--- config.mk ---
export PLATFORM = sky130hd
export DESIGN_NAME = scanline_line_tracker_pd_steer_core_flat
export DESIGN_NICKNAME = d
export VERILOG_FILES = /design/src/hw/rtl/slt_pkg.sv /design/src/hw/rtl/slt_pix_if.sv /design/src/hw/rtl/slt_res_if.sv /design/src/hw/rtl/scanline_line_tracker_pd_steer_core.sv /design/src/hw/rtl/slt_front.sv /design/src/hw/rtl/slt_queue.sv /design/src/hw/rtl/slt_back.sv /design/src/flat_wrapper.sv
export SDC_FILE = /design/constraint.sdc
export NUM_CORES = 1
export LEC_CHECK = 0
export BUFFER_PORTS_ARGS = -buffer_cell sky130_fd_sc_hd__buf_2
export CORE_MARGIN = 2
export CORE_UTILIZATION = 35
export CTS_BUF_LIST = sky130_fd_sc_hd__clkbuf_8
export CTS_CLUSTER_DIAMETER = 120
export CTS_CLUSTER_SIZE = 30
export DETAILED_ROUTE_END_ITERATION = 16
export PLACE_DENSITY = 0.61
export SKIP_LAST_GASP = 1
export SYNTH_ARGS = -nofsm -noshare
export SYNTH_HDL_FRONTEND = slang
export SYNTH_HIERARCHICAL = 1
export SYNTH_SLANG_ARGS = --single-unit
--- constraint.sdc ---
create_clock -name clk_i -period 11.1 [get_ports clk_i]
set_clock_uncertainty 0.2 [all_clocks]
set_input_delay 0 -clock clk_i [delete_from_list [all_inputs] [get_ports clk_i]]
set_output_delay 0 -clock clk_i [all_outputs]
set_load 0.01 [all_outputs]
--- src/hw/rtl/slt_pkg.sv ---
// shared types, constants and arithmetic helpers of the scanline line tracker
package slt_pkg;

  // scanline geometry
  localparam int unsigned LINE_WIDTH = 320;
  localparam int unsigned COL_W      = 9;
  localparam int unsigned PIX_W      = 8;

  // result and datapath widths
  localparam int unsigned ERR_W   = 10;
  localparam int unsigned DIFF_W  = 11;
  localparam int unsigned GAIN_W  = 10;
  localparam int unsigned SPEED_W = 8;
  localparam int unsigned PROD_W  = DIFF_W + GAIN_W + 1;
  localparam int unsigned ACC_W   = 24;
  localparam int unsigned STEER_W = ACC_W - 8;
  localparam int unsigned ARG_W   = STEER_W + 1;
  localparam int unsigned MOTOR_W = 9;
  localparam int unsigned CFG_W   = 10;
  localparam int unsigned CFG_IDX_W = 3;

  // error saturation and motor limits
  localparam logic signed [DIFF_W-1:0]  ERR_LIMIT   = 11'sd320;
  localparam logic signed [ARG_W-1:0]   DRIVE_LIMIT = 17'sd254;
  localparam logic signed [MOTOR_W-1:0] MOTOR_TOP   = 9'sd254;

  // configuration reset values
  localparam logic [PIX_W-1:0]   THR_RST     = 8'd127;
  localparam logic [COL_W-1:0]   MINLEN_RST  = 9'd20;
  localparam logic [COL_W-1:0]   CENTER_RST  = 9'd160;
  localparam logic [SPEED_W-1:0] BASE_RST    = 8'd140;
  localparam logic [SPEED_W-1:0] REV_RST     = 8'd64;
  localparam logic [GAIN_W-1:0]  PGAIN_RST   = 10'd128;
  localparam logic [GAIN_W-1:0]  DGAIN_RST   = 10'd51;
  localparam logic [GAIN_W-1:0]  RGAIN_RST   = 10'd256;

  // configuration register indexes
  typedef enum logic [CFG_IDX_W-1:0] {
    CFG_BW_THRESHOLD   = 3'd0,
    CFG_MIN_RUN_LENGTH = 3'd1,
    CFG_CENTER_COLUMN  = 3'd2,
    CFG_BASE_SPEED     = 3'd3,
    CFG_REVERSE_SPEED  = 3'd4,
    CFG_P_GAIN         = 3'd5,
    CFG_D_GAIN         = 3'd6,
    CFG_REVERSE_GAIN   = 3'd7
  } cfg_idx_e;

  typedef struct packed {
    logic [PIX_W-1:0]   bw_threshold;
    logic [COL_W-1:0]   min_run_length;
    logic [COL_W-1:0]   center_column;
    logic [SPEED_W-1:0] base_speed;
    logic [SPEED_W-1:0] reverse_speed;
    logic [GAIN_W-1:0]  p_gain;
    logic [GAIN_W-1:0]  d_gain;
    logic [GAIN_W-1:0]  reverse_gain;
  } cfg_t;

  // one finished scanline handed from the tracker to the steering unit
  typedef struct packed {
    logic             found;
    logic [COL_W-1:0] start_col;
    logic [COL_W-1:0] end_col;
  } line_rec_t;

  // steering sequencer states
  typedef enum logic [1:0] {
    BK_IDLE,
    BK_MUL1,
    BK_MUL2,
    BK_FINISH
  } back_state_e;

  // divide by 256 rounding toward zero
  function automatic logic signed [STEER_W-1:0] trunc_div256(input logic signed [ACC_W-1:0] v);
    logic signed [ACC_W-1:0] biased;
    begin
      biased = v + (v[ACC_W-1] ? 24'sd255 : 24'sd0);
      return biased[ACC_W-1:8];
    end
  endfunction

  // clamp to the drive range and convert to the motor command
  function automatic logic signed [MOTOR_W-1:0] motor_conv(input logic signed [ARG_W-1:0] v);
    logic signed [MOTOR_W-1:0] c;
    begin
      if (v > DRIVE_LIMIT) begin
        c = MOTOR_TOP;
      end else if (v < -DRIVE_LIMIT) begin
        c = -MOTOR_TOP;
      end else begin
        c = v[MOTOR_W-1:0];
      end
      if (!c[MOTOR_W-1]) begin
        return MOTOR_TOP - c;
      end else begin
        return -c - MOTOR_TOP;
      end
    end
  endfunction

endpackage

--- src/hw/rtl/slt_pix_if.sv ---
// pixel channel interface
interface slt_pix_if;
  import slt_pkg::*;

  logic             valid;
  logic             ready;
  logic [PIX_W-1:0] pixel_value;
  logic             end_of_line;

  modport source (output valid, output pixel_value, output end_of_line, input ready);
  modport sink   (input valid, input pixel_value, input end_of_line, output ready);
endinterface

--- src/hw/rtl/slt_res_if.sv ---
// result channel interface
interface slt_res_if;
  import slt_pkg::*;

  logic                      valid;
  logic                      ready;
  logic                      line_found;
  logic [COL_W-1:0]          run_start;
  logic [COL_W-1:0]          run_end;
  logic [COL_W-1:0]          run_width;
  logic signed [ERR_W-1:0]   line_error;
  logic signed [MOTOR_W-1:0] left_motor;
  logic signed [MOTOR_W-1:0] right_motor;

  modport source (output valid, output line_found, output run_start, output run_end,
                  output run_width, output line_error, output left_motor,
                  output right_motor, input ready);
  modport sink   (input valid, input line_found, input run_start, input run_end,
                  input run_width, input line_error, input left_motor,
                  input right_motor, output ready);
endinterface

--- src/hw/rtl/scanline_line_tracker_pd_steer_core.sv ---
// top level of the scanline line tracker with pd steering
//
//   channel   dir  beat contents                                   handshake
//   pix_in    in   pixel_value, end_of_line                        valid/ready
//   res_out   out  line_found, run_start, run_end, run_width,      valid/ready
//                  line_error, left_motor, right_motor
//   cfg       in   cfg_idx_i, cfg_data_i                           cfg_we_i
//
// pixels are taken one per clock while the two-entry line queue has room.
// each end-of-line beat gives one result: the steering sequencer takes it through idle,
// mul1, mul2 (line found only) and finish, bound by its single shared multiplier.
// lines that come faster than the sequencer retires them back up the queue and then
// hold pixel ready low. a stalled result holds in the output register and stops the sequencer.
// reset clears line state, last valid error and loads the default configuration.
module scanline_line_tracker_pd_steer_core (
  input  logic                          clk_i,
  input  logic                          rst_ni,
  slt_pix_if.sink                       pix_in,
  slt_res_if.source                     res_out,
  input  logic                          cfg_we_i,
  input  logic [slt_pkg::CFG_IDX_W-1:0] cfg_idx_i,
  input  logic [slt_pkg::CFG_W-1:0]     cfg_data_i
);
  import slt_pkg::*;

  cfg_t      cfg_q;
  line_rec_t push_rec;
  line_rec_t head_rec;
  logic      push;
  logic      pop;
  logic      full;
  logic      empty;

  // configuration registers
  always_ff @(posedge clk_i or negedge rst_ni) begin
    if (!rst_ni) begin
      cfg_q.bw_threshold   <= THR_RST;
      cfg_q.min_run_length <= MINLEN_RST;
      cfg_q.center_column  <= CENTER_RST;
      cfg_q.base_speed     <= BASE_RST;
      cfg_q.reverse_speed  <= REV_RST;
      cfg_q.p_gain         <= PGAIN_RST;
      cfg_q.d_gain         <= DGAIN_RST;
      cfg_q.reverse_gain   <= RGAIN_RST;
    end else if (cfg_we_i) begin
      unique case (cfg_idx_e'(cfg_idx_i))
        CFG_BW_THRESHOLD:   cfg_q.bw_threshold   <= cfg_data_i[PIX_W-1:0];
        CFG_MIN_RUN_LENGTH: cfg_q.min_run_length <= cfg_data_i[COL_W-1:0];
        CFG_CENTER_COLUMN:  cfg_q.center_column  <= cfg_data_i[COL_W-1:0];
        CFG_BASE_SPEED:     cfg_q.base_speed     <= cfg_data_i[SPEED_W-1:0];
        CFG_REVERSE_SPEED:  cfg_q.reverse_speed  <= cfg_data_i[SPEED_W-1:0];
        CFG_P_GAIN:         cfg_q.p_gain         <= cfg_data_i[GAIN_W-1:0];
        CFG_D_GAIN:         cfg_q.d_gain         <= cfg_data_i[GAIN_W-1:0];
        CFG_REVERSE_GAIN:   cfg_q.reverse_gain   <= cfg_data_i[GAIN_W-1:0];
        default:            cfg_q                <= cfg_q;
      endcase
    end
  end

  // run tracker
  slt_front u_front (
    .clk_i  (clk_i),
    .rst_ni (rst_ni),
    .pix_in (pix_in),
    .cfg_i  (cfg_q),
    .full_i (full),
    .push_o (push),
    .rec_o  (push_rec)
  );

  // line queue
  slt_queue u_queue (
    .clk_i   (clk_i),
    .rst_ni  (rst_ni),
    .push_i  (push),
    .rec_i   (push_rec),
    .pop_i   (pop),
    .full_o  (full),
    .empty_o (empty),
    .rec_o   (head_rec)
  );

  // steering unit
  slt_back u_back (
    .clk_i   (clk_i),
    .rst_ni  (rst_ni),
    .cfg_i   (cfg_q),
    .empty_i (empty),
    .rec_i   (head_rec),
    .pop_o   (pop),
    .res_out (res_out)
  );

endmodule

--- src/hw/rtl/slt_front.sv ---
// run tracker: thresholds pixels and finds the first qualifying white run of a line
module slt_front (
  input  logic              clk_i,
  input  logic              rst_ni,
  slt_pix_if.sink           pix_in,
  input  slt_pkg::cfg_t     cfg_i,
  input  logic              full_i,
  output logic              push_o,
  output slt_pkg::line_rec_t rec_o
);
  import slt_pkg::*;

  logic [COL_W-1:0] col_q, col_d;
  logic             inw_q, inw_d;
  logic [COL_W-1:0] start_q, start_d;
  logic [COL_W-1:0] end_q, end_d;
  logic             lock_q, lock_d;
  logic             accept;
  logic             white;

  assign pix_in.ready = !full_i;
  assign accept       = pix_in.valid && pix_in.ready;
  assign white        = pix_in.pixel_value >= cfg_i.bw_threshold;

  // run tracking for one pixel
  always_comb begin
    col_d   = col_q;
    inw_d   = inw_q;
    start_d = start_q;
    end_d   = end_q;
    lock_d  = lock_q;
    if (col_q < COL_W'(LINE_WIDTH)) begin
      if (!lock_q) begin
        if (white && !inw_q) begin
          inw_d   = 1'b1;
          start_d = col_q;
        end else if (!white && inw_q) begin
          end_d = col_q;
          if ((col_q - start_q) > cfg_i.min_run_length) begin
            lock_d = 1'b1;
          end else begin
            inw_d = 1'b0;
          end
        end
      end
      col_d = col_q + 1'b1;
    end
  end

  // line record on the last pixel
  assign push_o          = accept && pix_in.end_of_line;
  assign rec_o.found     = lock_d;
  assign rec_o.start_col = start_d;
  assign rec_o.end_col   = end_d;

  // per-line state, cleared after the last pixel
  always_ff @(posedge clk_i or negedge rst_ni) begin
    if (!rst_ni) begin
      col_q   <= '0;
      inw_q   <= 1'b0;
      start_q <= '0;
      end_q   <= '0;
      lock_q  <= 1'b0;
    end else if (accept) begin
      if (pix_in.end_of_line) begin
        col_q   <= '0;
        inw_q   <= 1'b0;
        start_q <= '0;
        end_q   <= '0;
        lock_q  <= 1'b0;
      end else begin
        col_q   <= col_d;
        inw_q   <= inw_d;
        start_q <= start_d;
        end_q   <= end_d;
        lock_q  <= lock_d;
      end
    end
  end

endmodule

--- src/hw/rtl/slt_queue.sv ---
// two-entry queue of line records between tracker and steering unit
module slt_queue (
  input  logic               clk_i,
  input  logic               rst_ni,
  input  logic               push_i,
  input  slt_pkg::line_rec_t rec_i,
  input  logic               pop_i,
  output logic               full_o,
  output logic               empty_o,
  output slt_pkg::line_rec_t rec_o
);
  import slt_pkg::*;

  line_rec_t   mem_q [2];
  logic        wr_ptr_q;
  logic        rd_ptr_q;
  logic [1:0]  cnt_q;

  assign full_o  = cnt_q == 2'd2;
  assign empty_o = cnt_q == 2'd0;
  assign rec_o   = mem_q[rd_ptr_q];

  // storage
  always_ff @(posedge clk_i) begin
    if (push_i) begin
      mem_q[wr_ptr_q] <= rec_i;
    end
  end

  // pointers and fill count
  always_ff @(posedge clk_i or negedge rst_ni) begin
    if (!rst_ni) begin
      wr_ptr_q <= 1'b0;
      rd_ptr_q <= 1'b0;
      cnt_q    <= 2'd0;
    end else begin
      if (push_i) begin
        wr_ptr_q <= !wr_ptr_q;
      end
      if (pop_i) begin
        rd_ptr_q <= !rd_ptr_q;
      end
      if (push_i && !pop_i) begin
        cnt_q <= cnt_q + 2'd1;
      end else if (pop_i && !push_i) begin
        cnt_q <= cnt_q - 2'd1;
      end
    end
  end

endmodule

--- src/hw/rtl/slt_back.sv ---
// steering unit: centre error, pd steering or reverse, motor conversion, output register
module slt_back (
  input  logic               clk_i,
  input  logic               rst_ni,
  input  slt_pkg::cfg_t      cfg_i,
  input  logic               empty_i,
  input  slt_pkg::line_rec_t rec_i,
  output logic               pop_o,
  slt_res_if.source          res_out
);
  import slt_pkg::*;

  back_state_e state_q, state_d;

  logic                     found_q;
  logic [COL_W-1:0]         start_q;
  logic [COL_W-1:0]         end_q;
  logic signed [DIFF_W-1:0] err_q;
  logic signed [DIFF_W-1:0] de_q;
  logic signed [ACC_W-1:0]  acc_q;
  logic signed [ERR_W-1:0]  lve_q;

  logic                      out_valid_q;
  logic                      out_found_q;
  logic [COL_W-1:0]          out_start_q;
  logic [COL_W-1:0]          out_end_q;
  logic [COL_W-1:0]          out_width_q;
  logic signed [ERR_W-1:0]   out_err_q;
  logic signed [MOTOR_W-1:0] out_left_q;
  logic signed [MOTOR_W-1:0] out_right_q;

  logic                     slot_free;
  logic                     load_rec;
  logic                     mul_first;
  logic                     mul_second;
  logic                     finish;
  logic [COL_W:0]           sum_cols;
  logic signed [DIFF_W-1:0] err_raw;
  logic signed [DIFF_W-1:0] err_sat;
  logic signed [DIFF_W-1:0] mul_a;
  logic [GAIN_W-1:0]        mul_b;
  logic signed [PROD_W-1:0] prod;
  logic signed [ACC_W-1:0]  rev_base;
  logic signed [STEER_W-1:0] trunc_l;
  logic signed [STEER_W-1:0] trunc_r;
  logic signed [ARG_W-1:0]  arg_l;
  logic signed [ARG_W-1:0]  arg_r;

  assign slot_free = !out_valid_q || res_out.ready;

  // next state
  always_comb begin
    state_d = state_q;
    unique case (state_q)
      BK_IDLE:   if (!empty_i) state_d = BK_MUL1;
      BK_MUL1:   state_d = found_q ? BK_MUL2 : BK_FINISH;
      BK_MUL2:   state_d = BK_FINISH;
      BK_FINISH: if (slot_free) state_d = BK_IDLE;
    endcase
  end

  // sequencer outputs
  always_comb begin
    load_rec   = 1'b0;
    mul_first  = 1'b0;
    mul_second = 1'b0;
    finish     = 1'b0;
    unique case (state_q)
      BK_IDLE:   load_rec   = !empty_i;
      BK_MUL1:   mul_first  = 1'b1;
      BK_MUL2:   mul_second = 1'b1;
      BK_FINISH: finish     = slot_free;
    endcase
  end

  assign pop_o = load_rec;

  // centre error, saturated
  assign sum_cols = {1'b0, rec_i.start_col} + {1'b0, rec_i.end_col};
  assign err_raw  = $signed({2'b00, sum_cols[COL_W:1]}) - $signed({2'b00, cfg_i.center_column});
  always_comb begin
    if (err_raw > ERR_LIMIT) begin
      err_sat = ERR_LIMIT;
    end else if (err_raw < -ERR_LIMIT) begin
      err_sat = -ERR_LIMIT;
    end else begin
      err_sat = err_raw;
    end
  end

  // shared multiplier
  always_comb begin
    if (mul_second) begin
      mul_a = de_q;
      mul_b = cfg_i.d_gain;
    end else if (found_q) begin
      mul_a = err_q;
      mul_b = cfg_i.p_gain;
    end else begin
      mul_a = DIFF_W'(lve_q);
      mul_b = cfg_i.reverse_gain;
    end
  end
  assign prod = PROD_W'(mul_a) * $signed({1'b0, mul_b});

  // drive arguments
  assign rev_base = -$signed({{(ACC_W-SPEED_W-8){1'b0}}, cfg_i.reverse_speed, 8'd0});
  always_comb begin
    if (found_q) begin
      trunc_l = trunc_div256(acc_q);
      trunc_r = trunc_l;
      arg_l   = $signed({{(ARG_W-SPEED_W){1'b0}}, cfg_i.base_speed}) + ARG_W'(trunc_l);
      arg_r   = $signed({{(ARG_W-SPEED_W){1'b0}}, cfg_i.base_speed}) - ARG_W'(trunc_r);
    end else begin
      trunc_l = trunc_div256(rev_base - acc_q);
      trunc_r = trunc_div256(rev_base + acc_q);
      arg_l   = ARG_W'(trunc_l);
      arg_r   = ARG_W'(trunc_r);
    end
  end

  // working registers of the current line
  always_ff @(posedge clk_i) begin
    if (load_rec) begin
      found_q <= rec_i.found;
      start_q <= rec_i.start_col;
      end_q   <= rec_i.end_col;
      err_q   <= err_sat;
      de_q    <= err_sat - DIFF_W'(lve_q);
    end
    if (mul_first) begin
      acc_q <= ACC_W'(prod);
    end else if (mul_second) begin
      acc_q <= acc_q + ACC_W'(prod);
    end
  end

  // sequencer state and last valid error
  always_ff @(posedge clk_i or negedge rst_ni) begin
    if (!rst_ni) begin
      state_q <= BK_IDLE;
      lve_q   <= '0;
    end else begin
      state_q <= state_d;
      if (finish && found_q) begin
        lve_q <= err_q[ERR_W-1:0];
      end
    end
  end

  // output register valid
  always_ff @(posedge clk_i or negedge rst_ni) begin
    if (!rst_ni) begin
      out_valid_q <= 1'b0;
    end else if (finish) begin
      out_valid_q <= 1'b1;
    end else if (res_out.ready) begin
      out_valid_q <= 1'b0;
    end
  end

  // output register payload
  always_ff @(posedge clk_i) begin
    if (finish) begin
      out_found_q <= found_q;
      out_start_q <= found_q ? start_q : '0;
      out_end_q   <= found_q ? end_q : '0;
      out_width_q <= found_q ? (end_q - start_q) : '0;
      out_err_q   <= found_q ? err_q[ERR_W-1:0] : '0;
      out_left_q  <= motor_conv(arg_l);
      out_right_q <= motor_conv(arg_r);
    end
  end

  assign res_out.valid       = out_valid_q;
  assign res_out.line_found  = out_found_q;
  assign res_out.run_start   = out_start_q;
  assign res_out.run_end     = out_end_q;
  assign res_out.run_width   = out_width_q;
  assign res_out.line_error  = out_err_q;
  assign res_out.left_motor  = out_left_q;
  assign res_out.right_motor = out_right_q;

endmodule
--- src/flat_wrapper.sv ---
// flat-port wrapper written by rule: the top's interface ports become plain ports
module scanline_line_tracker_pd_steer_core_flat import slt_pkg::*;
  (clk_i, rst_ni, cfg_we_i, cfg_idx_i, cfg_data_i, pix_in_valid, pix_in_pixel_value, pix_in_end_of_line, pix_in_ready, res_out_valid, res_out_line_found, res_out_run_start, res_out_run_end, res_out_run_width, res_out_line_error, res_out_left_motor, res_out_right_motor, res_out_ready);
  slt_pix_if pix_in_i ();
  slt_res_if res_out_i ();
  input  logic clk_i;
  input  logic rst_ni;
  input  logic cfg_we_i;
  input  logic [slt_pkg::CFG_IDX_W-1:0] cfg_idx_i;
  input  logic [slt_pkg::CFG_W-1:0] cfg_data_i;
  input wire logic [$bits(pix_in_i.valid)-1:0] pix_in_valid;
  input wire logic [$bits(pix_in_i.pixel_value)-1:0] pix_in_pixel_value;
  input wire logic [$bits(pix_in_i.end_of_line)-1:0] pix_in_end_of_line;
  output wire logic [$bits(pix_in_i.ready)-1:0] pix_in_ready;
  output wire logic [$bits(res_out_i.valid)-1:0] res_out_valid;
  output wire logic [$bits(res_out_i.line_found)-1:0] res_out_line_found;
  output wire logic [$bits(res_out_i.run_start)-1:0] res_out_run_start;
  output wire logic [$bits(res_out_i.run_end)-1:0] res_out_run_end;
  output wire logic [$bits(res_out_i.run_width)-1:0] res_out_run_width;
  output wire logic [$bits(res_out_i.line_error)-1:0] res_out_line_error;
  output wire logic [$bits(res_out_i.left_motor)-1:0] res_out_left_motor;
  output wire logic [$bits(res_out_i.right_motor)-1:0] res_out_right_motor;
  input wire logic [$bits(res_out_i.ready)-1:0] res_out_ready;
  assign pix_in_i.valid = pix_in_valid;
  assign pix_in_i.pixel_value = pix_in_pixel_value;
  assign pix_in_i.end_of_line = pix_in_end_of_line;
  assign pix_in_ready = pix_in_i.ready;
  assign res_out_valid = res_out_i.valid;
  assign res_out_line_found = res_out_i.line_found;
  assign res_out_run_start = res_out_i.run_start;
  assign res_out_run_end = res_out_i.run_end;
  assign res_out_run_width = res_out_i.run_width;
  assign res_out_line_error = res_out_i.line_error;
  assign res_out_left_motor = res_out_i.left_motor;
  assign res_out_right_motor = res_out_i.right_motor;
  assign res_out_i.ready = res_out_ready;
  scanline_line_tracker_pd_steer_core u_core (.clk_i(clk_i), .rst_ni(rst_ni), .pix_in(pix_in_i), .res_out(res_out_i), .cfg_we_i(cfg_we_i), .cfg_idx_i(cfg_idx_i), .cfg_data_i(cfg_data_i));
endmodule
# --- Word-level counts from Yosys, hierarchy flattened ---
# Memory sizes are Yosys's and may differ from the RTL's.
# Cells that the tools add are included.
# W data, S select, Z words.
word_totals:
  ram_bits: 38
  memories: 1
  word_cells: 175
  input_bits: 27
  output_inout_bits: 58
  register_bits: 239
classes:
  magnitude_cmp: 9
  n_addsub: 23
  n_mul: 1
  reduce_logical: 36
  eq_ne: 15
  muxes: 58
mem_list:
  columns: ["name", "words", "word_bits", "read_ports", "rd_ports_with_merged_regs", "wr", "line_no", "source"]
  rows:
  - ["u_core.u_queue.mem_q", 2, 19, 1, 0, 1, "slt_queue.sv:14", "line_rec_t mem_q [2];"]
op_table:
  columns: ["op", "n"]
  rows:
  - ["$mux W9", 19]
  - ["$add A24 B9 Y24", 3]
  - ["$mux W24", 2]
  - ["$mux W11", 4]
  - ["$gt A17 B9 Y1 const B", 2]
  - ["$lt A17 B9 Y1 const B", 2]
  - ["$mux W17", 2]
  - ["$add A24 B22 Y24", 1]
  - ["$add A24 B24 Y24", 1]
  - ["$mux W8", 3]
  - ["$neg A16 Y24", 1]
  - ["$sub A24 B24 Y24", 1]
  - ["$mul A11 B11 Y22", 1]
  - ["$mux W1", 21]
  - ["$mux W10", 2]
  - ["$reduce_and A2 Y1", 10]
  - ["$neg A9 Y9", 2]
  - ["$sub A9 B9 Y9", 2]
  - ["$sub A9 B9 Y9 const A", 2]
  - ["$sub A9 B9 Y9 const B", 2]
  - ["$add A9 B16 Y17", 1]
  - ["$sub A9 B16 Y17", 1]
  - ["$eq A3 B3 Y1 const B", 4]
  - ["$sub A11 B10 Y11", 1]
  - ["26 further kinds", 52]

# --- Longest topological paths before layout ---
# Gate-level depths: netlist (run 1).
logic_depth:
  word_depth: 12
  mapped_depth: 44
  ltp_nobuf: 36

# --- By module ---
# The synthesis (run 1) kept the hierarchy.
modules_own_cells:
  columns: ["mod", "cells_each", "n_inst", "area_each_um2", "seq_area_each_um2"]
  rows:
  - ["slt_back", 1981, 1, 17454.2, 3928.8]
  - ["scanline_line_tracker_pd_steer_core", 161, 1, 2788.9, 1828.0]
  - ["slt_front", 256, 1, 2306.0, 725.7]
  - ["slt_queue", 75, 1, 1637.8, 1241.2]

# --- Least setup slack after synthesis (run 1) ---
# No wires, ideal clock.
synth_path:
  path_kind: "reg-to-reg"
  startpoint: "register u_core.u_back.found_q"
  endpoint: "register u_core.u_back.acc_q[23], data pin"
  path_stages_with_launch: 43
  t_arrival_ns: 9.134
  path_buffers: 9
  setup_slack_ns: 1.497
  path_cell_list: "edfxtp_1 -> clkbuf_1 -> clkbuf_1 -> clkbuf_1 -> buf_1 -> clkbuf_1 -> clkbuf_1 -> clkbuf_1 -> buf_1 -> mux2i_1 -> o21ai_0 -> clkbuf_1 -> nand2_1 -> fa_1 -> inv_1 -> ha_1 -> fa_1 -> ha_1 -> (+7 left out) -> a21oi_1 -> o21bai_1 -> a21oi_1 -> nor2b_1 -> o31ai_1 -> nand2b_1 -> a21oi_1 -> xnor2_1 -> ha_1 -> or2_2 -> a21oi_1 -> a31oi_1 -> a21oi_1 -> a21oi_1 -> a21oi_1 -> xor2_1 -> nor2_1 -> xor2_1"
synth_between:
  elab_chain_cells: 6
synth_rtl:
  columns: ["element", "line_no", "source"]
  rows:
  - ["start: declaration", "slt_back.sv:15", "logic found_q;"]
  - ["start signal: assignment", "slt_back.sv:125", "found_q <= rec_i.found;"]
  - ["$mux W11 or $mux W10 (tied branches)", "slt_back.sv:96", "end else if (found_q) begin"]
  - ["$mux W11 or $mux W10 (tied branches)", "slt_back.sv:93", "if (mul_second) begin"]
  - ["$mul A11 B11 Y22 *", "slt_back.sv:104", "assign prod = PROD_W'(mul_a) * $signed({1'b0, mul_b});"]
  - ["$add A24 B22 Y24", "slt_back.sv:134", "acc_q <= acc_q + ACC_W'(prod);"]
  - ["$mux W24", "slt_back.sv:133", "end else if (mul_second) begin"]
  - ["$mux W24 *", "slt_back.sv:131", "if (mul_first) begin"]
  - ["end signal: assignment", "slt_back.sv:132", "acc_q <= ACC_W'(prod);"]
  - ["end signal: assignment", "slt_back.sv:134", null]
  - ["end: declaration", "slt_back.sv:20", "logic signed [ACC_W-1:0] acc_q;"]
# Mark *: on every way between the ends. The rest lies on a longest branch, timed or not. The select of a mux whose other input is x is not followed.
# A chain may end at the register's enable or synchronous reset.

# --- Final worst setup path (run 1) ---
# Ends and elaborated chain as after synthesis.

==> impl_metrics.py, run 1 <==
metrics = {
    "logic_synthesis": {
        "synth-simple-area-share": 0.138,
        "netlist_top_cells_count": "282 x inv_1, 208 x ha_1, 194 x nor2_1",
        "syn_area_per_cell_um2": 9.78,
        "synth_fa_ha_area_frac": 0.202,
        "yosysWarnings": 6,
        "ys_seq_elements": 276,
        "synth_top_family_by_area": "adder cells",
        "synth_top_area_frac": 0.196,
        "synth_xor_area_frac": 0.0622,
        "yosysTopAreaCell": "edfxtp_1",
        "yosys-mux-area-fraction": 0.0674,
        "yosys_most_used_dff": "edfxtp_1",
        "ys_seq_area_frac": 0.319,
        "netlist_instances": 2473,
        "synth_edf_count": 158,
        "synth_area_leaders": "edfxtp_1 20%, ha_1 11%, dfrtp_1 10%",
        "synth_compound_area_frac": 0.150,
        "async_flop_share": 0.428,
        "syn_nets": 2822,
        "yosysUniqueCellTypes": 105,
        "synthesis.area_um2": 24200,
        "yosysMostFrequentCell": "inv_1",
    },
    "finish": {
        "area_growth_pct": 8.09,
        "drive_above_1_share": 0.126,
        "num-nets-final": 2893,
        "finalNonFillerCells": 3436,
        "final_util": 0.382,
        "fillCellCount": 6811,
    },
    "placement": {
        "port_buffers": 84,
        "place_congestion": 0.945,
        "place_inst": 3379,
        "place_hpwl_um": 49700,
    },
    "setup_path": {
        "cp.depth": 34,
        "r2r_setup_slack_ps": 1630,
        "crit_slowest_cell": "o21ai_0",
        "cp-start-kind": "flip-flop",
        "cp-startpoint": "u_core/u_back/found_q",
        "slowest_delay_ps": 1060,
        "cpMostUsedCell": "a21oi_1",
        "critPathArrivalTime_ps": 9640,
        "worst_r2r_path_depth": 34,
        "endpoint": "u_core/u_back/acc_q[23]",
        "cp.buffers_inverters": 4,
        "r2r-start": "u_core/u_back/found_q",
        "required_ps": 11260,
        "end_kind": "flip-flop",
        "critPathKind": "reg -> reg",
        "crit_family": "compound AO/OA/AOI/OAI gates",
        "crit_fanout": 14,
        "r2r_end": "u_core/u_back/acc_q[23]",
    },
    "sta": {
        "fin_crit_ps": 9470,
        "period_share": 0.854,
        "setup_viol": 0,
        "tightest_slew_ps": 1360,
        "relSlewSlack": 0.0806,
        "finalSetupTns_ps": 0,
        "max_freq_mhz": 106,
        "hold_viol": 0,
        "grt_setup_unrepaired": "no",
        "drv_slew": 0,
    },
    "global_route": {
        "gr-total-overflow": 0,
        "grt_pass1_vias": 18700,
        "met1_usage": 0.234,
        "grt_max_degree": 78,
        "grt.total_usage": 0.177,
        "global_route.usage.met2": 0.305,
        "grt.met3_usage": 0.0188,
        "grt_pass1_wl_um": 101000,
        "top_usage_layer": "met2",
        "grt_antenna_before_repair": 1,
    },
    "route": {
        "wirelength_um": 63400,
        "drtPass1Iterations": 6,
        "drcViolationCount": 0,
        "ant_nets": 0,
        "vias_per_cell": 5.34,
        "wire_per_inst_um": 18.5,
        "drtIter0Drc": 1352,
        "vias": 18300,
    },
    "clocking": {
        "clock_sinks": 276,
        "cts_setup_buffers": 0,
        "insertion_delay_ps": 600,
        "root_buffer": "clkbuf_8",
        "numCtsBuffers": 15,
        "cts_tree": "done",
        "htree_levels": 1,
        "ctsLongestPathBuffers": 3,
        "clk_pin_slew_ps": 170,
    },
    "run": {
        "drv_cap": 0,
    },
    "die": {
        "initial_utilization": 0.353,
        "ioPinCount": 85,
        "core_um2": 68500,
        "die_x_um": 267,
        "fp-row-count": 96,
        "die_y_um": 267,
        "dieArea_um2": 71200,
    },
    "min_path": {
        "hold_path.class": "in -> reg",
    },
    "outcome": {
        "status": "complete, no violations",
    },
}
-- sequential cells by signal, summed over array words and instances (netlist names), 10 cells and up --
register                          cells
u_core/cfg_q                         72
u_core/u_back/acc_q                  24
u_core/u_back/de_q                   11
u_core/u_back/err_q                  10
u_core/u_back/lve_q                  10
u_core/u_back/res_out.line_error     10
u_core/u_queue/mem_q                 38
-- routing by layer --
metal  vias up  share of wire
met3        95          0.037
met5         -              0
met4         0          0.031
li1       8813              -
met2       406           0.47
met1      9018           0.46
-- worst reg2reg max path: cells and delay by family, from the launching register on --
kind            cells  cell delay [ps]
xor+xnor            3              570
simple gates        5             1040
buf+inv             4              520
fa+ha+maj           7             2720
compound gates     14             3200
mux                 1              140
flops               1              860
-- cells in the final DEF (no fill, tap or decap), types with 15 or more instances in the layout --
master | Yosys | final
nand2_1 | 148 | 148
dfrtp_1 | 97 | 97
nor3_1 | 35 | 35
o21a_1 | 29 | 29
xnor2_1 | 124 | 124
o21ai_0 | 98 | 97
mux2i_1 | 15 | 15
o31ai_1 | 19 | 19
edfxtp_1 | 158 | 158
dfstp_2 | 21 | 21
a21oi_1 | 132 | 132
buf_4 | 1 | 21
nor2_1 | 194 | 194
inv_1 | 282 | 287
and3_1 | 19 | 19
nor2b_1 | 34 | 33
nand2b_1 | 27 | 27
buf_2 | 15 | 83
a211oi_1 | 19 | 19
clkbuf_8 | 0 | 15
and2_1 | 38 | 37
dlygate4sd3_1 | 0 | 29
mux2_2 | 105 | 105
o21bai_1 | 28 | 28
nand3_1 | 37 | 37
mux2_4 | 19 | 19
nand4_1 | 24 | 24
xor2_1 | 46 | 46
fa_1 | 114 | 114
ha_1 | 208 | 208
a21o_1 | 54 | 54
nor4_1 | 19 | 19
-- worst min-delay path by stage --
stage	from	to	slack, ps	cells past startpoint
6_report	cfg_data_i[8]	u_core/cfg_q[63]	60	3
3_5_place_dp	rst_ni	u_core/u_queue/wr_ptr_q	-170	1
2_1_floorplan	rst_ni	u_core/cfg_q[0]	-500	0
4_1_cts	cfg_data_i[8]	u_core/cfg_q[63]	20	3
5_1_grt	cfg_data_i[8]	u_core/cfg_q[63]	50	3
3_3_place_gp	rst_ni	u_core/u_queue/wr_ptr_q	-180	1
-- repair_timing --
| action | CTS | global route |
|---|---|---|
| hold buffers | 30 | 0 |
| resized for setup | 0 | 0 |
| endpoints found under the hold margin | 196 | 0 |
-- per-stage QoR --
step	hold WS [ps]	setup slack, ps	instance area [um^2]
2_1_floorplan	-496	1500	24200
3_3_place_gp	-180	1910	25500
3_5_place_dp	-173	1620	25500
4_1_cts	17.1	1590	26100
5_1_grt	48.5	911	26100
6_report	55.8	1630	26100
-- final cells by class --
cell class                 instances  area, um^2  area share
tap                              882        1100      0.0422
clock inverter                    11         115     0.00440
timing repair buffer             134         883      0.0338
multi-input combinational       1830       15000       0.575
sequential                       276        7720       0.295
antenna                            1        2.50   0.0000957
clock buffer                      15         206     0.00790
inverter                         287        1080      0.0412
-- cell families (layout without fill, tap and decap cells) --
group / count (synthesis) / count (layout)
and+or+nand+nor: 658 / 658
xor gates and xnor gates: 171 / 171
other: 0 / 1
adders and majority gates: 323 / 323
buffers and inverters: 367 / 447
muxes: 140 / 140
AOI/OAI and AO/OA: 538 / 538
DFF: 276 / 276
Power of run 1 is not shown: default switching activity piles up to over one toggle a cycle in this logic, so the estimate is an artifact.
==> inputs of run 2 (changes only) <==
SYNTH_HIERARCHICAL = not set   (was 1)
==> run 2 against run 1 <==
Fmax is 1.1% lower; hold slack worse by 18 ps; count of clock-buffer cells in the layout is 1 higher; die area is 0.63% higher; critical path depth is 1 higher; flip-flop and latch count stayed put; final cell count is 3.8% higher; setup slack worse by 100 ps.
==> impl_metrics.py, run 2 <==
metrics = {
    "setup_path": {
        "crit_slowest_cell": "a21oi_1",
        "cp-startpoint": "u_core.u_back.state_q[0]",
        "critPathArrivalTime_ps": 9700,
        "crit_fanout": 28,
        "critPathKind": "reg -> reg",
        "slowest_delay_ps": 650,
        "required_ps": 11220,
        "r2r-start": "u_core.u_back.state_q[0]",
        "cpMostUsedCell": "inv_1",
        "end_kind": "flip-flop",
        "cp-start-kind": "flip-flop",
    },
    "placement": {
        "place_inst": 3501,
        "place_hpwl_um": 48300,
        "place_congestion": 0.945,
        "post-place-ws_ps": 1590,
        "port_buffers": 84,
        "placed_area_um2": 25800,
    },
    "route": {
        "vias": 18500,
        "dr_wl_met2_um": 28400,
        "ant_nets": 0,
        "drtPass1Iterations": 5,
        "drcViolationCount": 0,
        "wl_met1_um": 28900,
        "wire_per_inst_um": 17.2,
        "vias_per_cell": 5.18,
        "wirelength_um": 61500,
        "maxUsedRoutingLayer": "met4",
        "met3WireLength_um": 2410,
        "drtIter0Drc": 1256,
    },
    "logic_synthesis": {
        "ys_seq_area_frac": 0.317,
        "synth_edf_count": 158,
        "synth_top_area_frac": 0.195,
        "synth_area_leaders": "edfxtp_1 19%, ha_1 11%, dfrtp_1 10%",
        "async_flop_share": 0.428,
        "yosysMostFrequentCell": "inv_1",
        "synthesis.area_um2": 24300,
        "yosysTopAreaCell": "edfxtp_1",
        "netlist_instances": 2537,
        "ys_seq_elements": 276,
        "syn_area_per_cell_um2": 9.59,
        "yosys_most_used_dff": "edfxtp_1",
        "yosysWarnings": 0,
        "netlist_top_cells_count": "287 x inv_1, 213 x nor2_1, 206 x ha_1",
        "yosysUniqueCellTypes": 123,
        "syn_nets": 2884,
    },
    "die": {
        "dieArea_um2": 71700,
        "ioPinCount": 85,
        "fp-row-count": 96,
        "initial_utilization": 0.354,
        "core_um2": 68700,
        "die_x_um": 268,
        "die_y_um": 268,
    },
    "sta": {
        "finalSetupTns_ps": 0,
        "relSlewSlack": 0.0923,
        "fin_crit_ps": 9580,
        "max_freq_mhz": 104,
        "drv_slew": 0,
        "tightest_slew_ps": 1350,
        "period_share": 0.863,
        "hold_viol": 0,
        "setup_viol": 0,
        "timing.final.ws_setup_ps": 1520,
        "grt_setup_unrepaired": "no",
    },
    "outcome": {
        "status": "complete, no violations",
    },
    "finish": {
        "finalNonFillerCells": 3565,
        "top_regs": "u_core.cfg_q (72), u_core.u_queue.mem_q (38), u_core.u_back.acc_q (24)",
        "fillCellCount": 6943,
        "num-nets-final": 2970,
        "largest_register_ffs": 72,
        "postLayoutCellArea_um2": 26500,
        "most-common-layout-cells": "291 x inv_1, 213 x nor2_1, 206 x ha_1",
        "drive_above_1_share": 0.119,
        "area_growth_pct": 8.74,
        "final_common_cell": "inv_1",
        "largest_register": "u_core.cfg_q",
    },
    "min_path": {
        "hold_path.class": "in -> reg",
        "worstHoldStart": "cfg_data_i[5]",
    },
    "clocking": {
        "clk_pin_slew_ps": 180,
        "cts_setup_buffers": 0,
        "ctsLongestPathBuffers": 3,
        "numCtsBuffers": 16,
        "cts_tree": "done",
        "insertion_delay_ps": 630,
        "htree_levels": 1,
        "clock_sinks": 276,
        "root_buffer": "clkbuf_8",
    },
    "global_route": {
        "grt.total_usage": 0.172,
        "gr-total-overflow": 0,
        "grt_max_degree": 68,
        "grt_antenna_before_repair": 1,
        "grt_pass1_wl_um": 98600,
        "grt_pass1_vias": 18000,
    },
    "run": {
        "drv_cap": 0,
    },
}
## run 2: final cells by class
type | count | area, um^2 | area share
multi-input cells | 1903 | 15300 | 0.576
flip-flops and latches | 276 | 7720 | 0.292
well taps | 931 | 1160 | 0.0440
inverters | 288 | 1080 | 0.0408
repair buffers | 138 | 926 | 0.0350
clock buffers | 16 | 220 | 0.00832
clock inverters | 12 | 93.8 | 0.00355
diodes | 1 | 2.50 | 0.0000945
## run 2: critical path: cells and delay by family (launching register included)
kind	cells	cell delay, ps
AO/OA/AOI/OAI	13	3180
XOR/XNOR	3	550
adder cells (fa/ha/maj)	8	3300
buffers and inverters	6	780
flip-flops	1	480
AND/OR/NAND/NOR	5	770
## run 2: worst paths after layout
path	endpoint	slack, ps	cells after the start
worst min-delay path	u_core.cfg_q[51]	40	4
worst max-delay path	u_core.u_back.acc_q[23]	1520	35
worst max register to register	u_core.u_back.acc_q[23]	1520	35
worst min register to register	u_core.cfg_q[66]	320	2
max in group asynchronous	u_core.cfg_q[44]	9370	4
min in group asynchronous	u_core.cfg_q[53]	330	3
## run 2: cells by family (layout without fill, tap and decap cells)
family	count (synthesis)	in the layout	synth area share
adders and majority gates	322	322	0.200
xor gates and xnor gates	157	157	0.0571
DFF	276	276	0.317
and+or+nand+nor	736	736	0.154
buffers and inverters	358	454	0.0564
other	0	1	0
muxes	122	122	0.0555
AOI/OAI and AO/OA	566	566	0.160
## run 2: metal layers
layer / vias to the layer above / track usage
li1: 9113 / -
met4: 0 / 0.0470
met3: 71 / 0.0183
met5: - / 0
met2: 350 / 0.285
met1: 8919 / 0.238
## run 2: repair_timing
item,CTS,global route
hold buffers,35,0
hold endpoints to repair,200,0
resized for setup,0,0
## run 2: through the flow
stage           util  hold WS (ps)
2_1_floorplan      -          -496
3_3_place_gp   0.375          -104
3_5_place_dp   0.375          -104
4_1_cts        0.385         0.145
5_1_grt        0.385          36.7
6_report       0.385          38.2
Power of run 2 is left out for the same reason.
==> inputs of run 3 (changes only) <==
SLEW_MARGIN = 40   (was not set)
clock period = 10 ns   (was 11.1 ns; I/O delays follow)
==> run 3 against run 2 <==
Register-to-register slack got worse by 380 ps; count of clock-buffer cells in the layout fell by 1; via count rose by 0.84%; final cell count rose by 0.45%; non-clock buffer count rose by 18; first-iteration DRC count fell by 13%; fmax rose by 8.2%; setup slack got worse by 380 ps; critical path depth rose by 1; flip-flop and latch count did not move; global-route usage barely moved; highest routed layer unchanged.
==> impl_metrics.py, run 3 (synthesized netlist as in run 2, its figures left out) <==
metrics = {
    "outcome": {
        "status": "complete, no violations",
    },
    "sta": {
        "relSlewSlack": 0.419,
        "hold_viol": 0,
        "drv_slew": 0,
        "setup_viol": 0,
        "finalSetupTns_ps": 0,
        "fin_crit_ps": 8850,
        "max_freq_mhz": 113,
        "period_share": 0.885,
        "grt_setup_unrepaired": "no",
        "tightest_slew_ps": 860,
    },
    "setup_path": {
        "cp-start-kind": "flip-flop",
        "slowest_delay_ps": 550,
        "crit_slowest_cell": "fa_1",
        "critPathArrivalTime_ps": 9030,
        "cp-startpoint": "u_core.u_back.state_q[0]",
        "r2r_end": "u_core.u_back.acc_q[23]",
        "r2r_setup_slack_ps": 1150,
        "crit_fanout": 37,
        "end_kind": "flip-flop",
        "endpoint": "u_core.u_back.acc_q[23]",
        "critPathKind": "reg -> reg",
        "required_ps": 10180,
        "worst_r2r_path_depth": 36,
        "r2r-start": "u_core.u_back.state_q[0]",
    },
    "run": {
        "drv_cap": 0,
    },
    "global_route": {
        "grt.met3_usage": 0.0162,
        "met1_usage": 0.239,
        "grt_antenna_before_repair": 1,
        "grt_max_degree": 64,
        "global_route.usage.met2": 0.286,
        "grt.total_usage": 0.172,
        "top_usage_layer": "met2",
        "gr-total-overflow": 0,
        "grt_pass1_wl_um": 98700,
        "grt_pass1_vias": 18100,
    },
    "finish": {
        "final_common_cell": "inv_1",
        "area_growth_pct": 9.56,
        "fillCellCount": 6949,
        "largest_register_ffs": 72,
        "top_regs": "u_core.cfg_q (72), u_core.u_queue.mem_q (38), u_core.u_back.acc_q (24)",
        "most-common-layout-cells": "290 x inv_1, 213 x nor2_1, 205 x ha_1",
        "num-nets-final": 2987,
        "drive_above_1_share": 0.127,
        "largest_register": "u_core.cfg_q",
    },
    "die": {
        "die_x_um": 268,
        "initial_utilization": 0.354,
        "core_um2": 68700,
        "ioPinCount": 85,
        "dieArea_um2": 71700,
        "fp-row-count": 96,
        "die_y_um": 268,
    },
    "clocking": {
        "cts_tree": "done",
        "cts_setup_buffers": 0,
        "root_buffer": "clkbuf_8",
        "ctsLongestPathBuffers": 3,
        "cts_resized": 0,
        "clk_pin_slew_ps": 180,
        "clock_sinks": 276,
        "numCtsBuffers": 15,
        "insertion_delay_ps": 610,
        "htree_levels": 1,
    },
    "route": {
        "vias": 18600,
        "drtPass1Iterations": 6,
        "vias_per_cell": 5.20,
        "wire_per_inst_um": 17.3,
        "drcViolationCount": 0,
        "ant_nets": 0,
        "drtIter0Drc": 1097,
        "wirelength_um": 61800,
    },
    "placement": {
        "place_congestion": 0.947,
        "port_buffers": 84,
        "place_hpwl_um": 48500,
    },
    "min_path": {
        "hold_path.class": "in -> reg",
    },
}
==> run 3: per-stage QoR <==
stage | util | setup slack, ps | instance area [um^2] | instances | hold slack (ps)
CTS | 0.388 | 936 | 26700 | 3580 | 5.61
floorplan | - | 933 | 24300 | 2537 | -496
global placement | 0.377 | 1080 | 25900 | 3518 | -77.8
detailed placement | 0.377 | 995 | 25900 | 3518 | -79.8
finish | 0.388 | 1150 | 26700 | 3581 | 35.7
global route | 0.388 | 418 | 26700 | 3581 | 52.0
==> run 3: worst min path at each step <==
stage | start | end | depth (start not counted)
after global placement | rst_ni | u_core.cfg_q[60] | 1
final | res_out_ready | u_core.u_back.res_out.valid | 5
after global routing | pix_in_end_of_line | u_core.u_front.col_q[1] | 3
after CTS | res_out_ready | u_core.u_back.res_out.valid | 5
after floorplan | rst_ni | u_core.cfg_q[0] | 0
after detailed placement | rst_ni | u_core.cfg_q[60] | 1
==> run 3: layout make-up <==
class                           count  area [um^2]  area share
Clock buffer                       15          206     0.00774
Antenna cell                        1         2.50   0.0000938
Clock inverter                     11          150     0.00563
Tap cell                          931         1160      0.0437
Timing Repair Buffer              156         1070      0.0400
Inverter                          288         1080      0.0405
Sequential cell                   276         7720       0.290
Multi-Input combinational cell   1903        15300       0.573
==> run 3: repair_timing <==
action,in CTS,in global routing
setup endpoints to repair,0,0
hold buffers,36,0
hold endpoints to repair,198,0
==> run 3: routing by layer <==
metal  wire (um)  vias to the layer above
li1            -                     9134
met1       29500                     9060
met2       28600                      340
met3        2030                       74
met4        1710                        0
met5           0                        -
==> run 3: worst max-delay path, delay by kind of cell, from the launching register on <==
family	cells	cell delay [ps]
AO/OA/AOI/OAI	14	2830
XOR/XNOR	3	530
adder cells (fa/ha/maj)	8	3040
buffers and inverters	7	890
flip-flops	1	480
AND/OR/NAND/NOR	4	640
Power of run 3 is left out for the same reason.
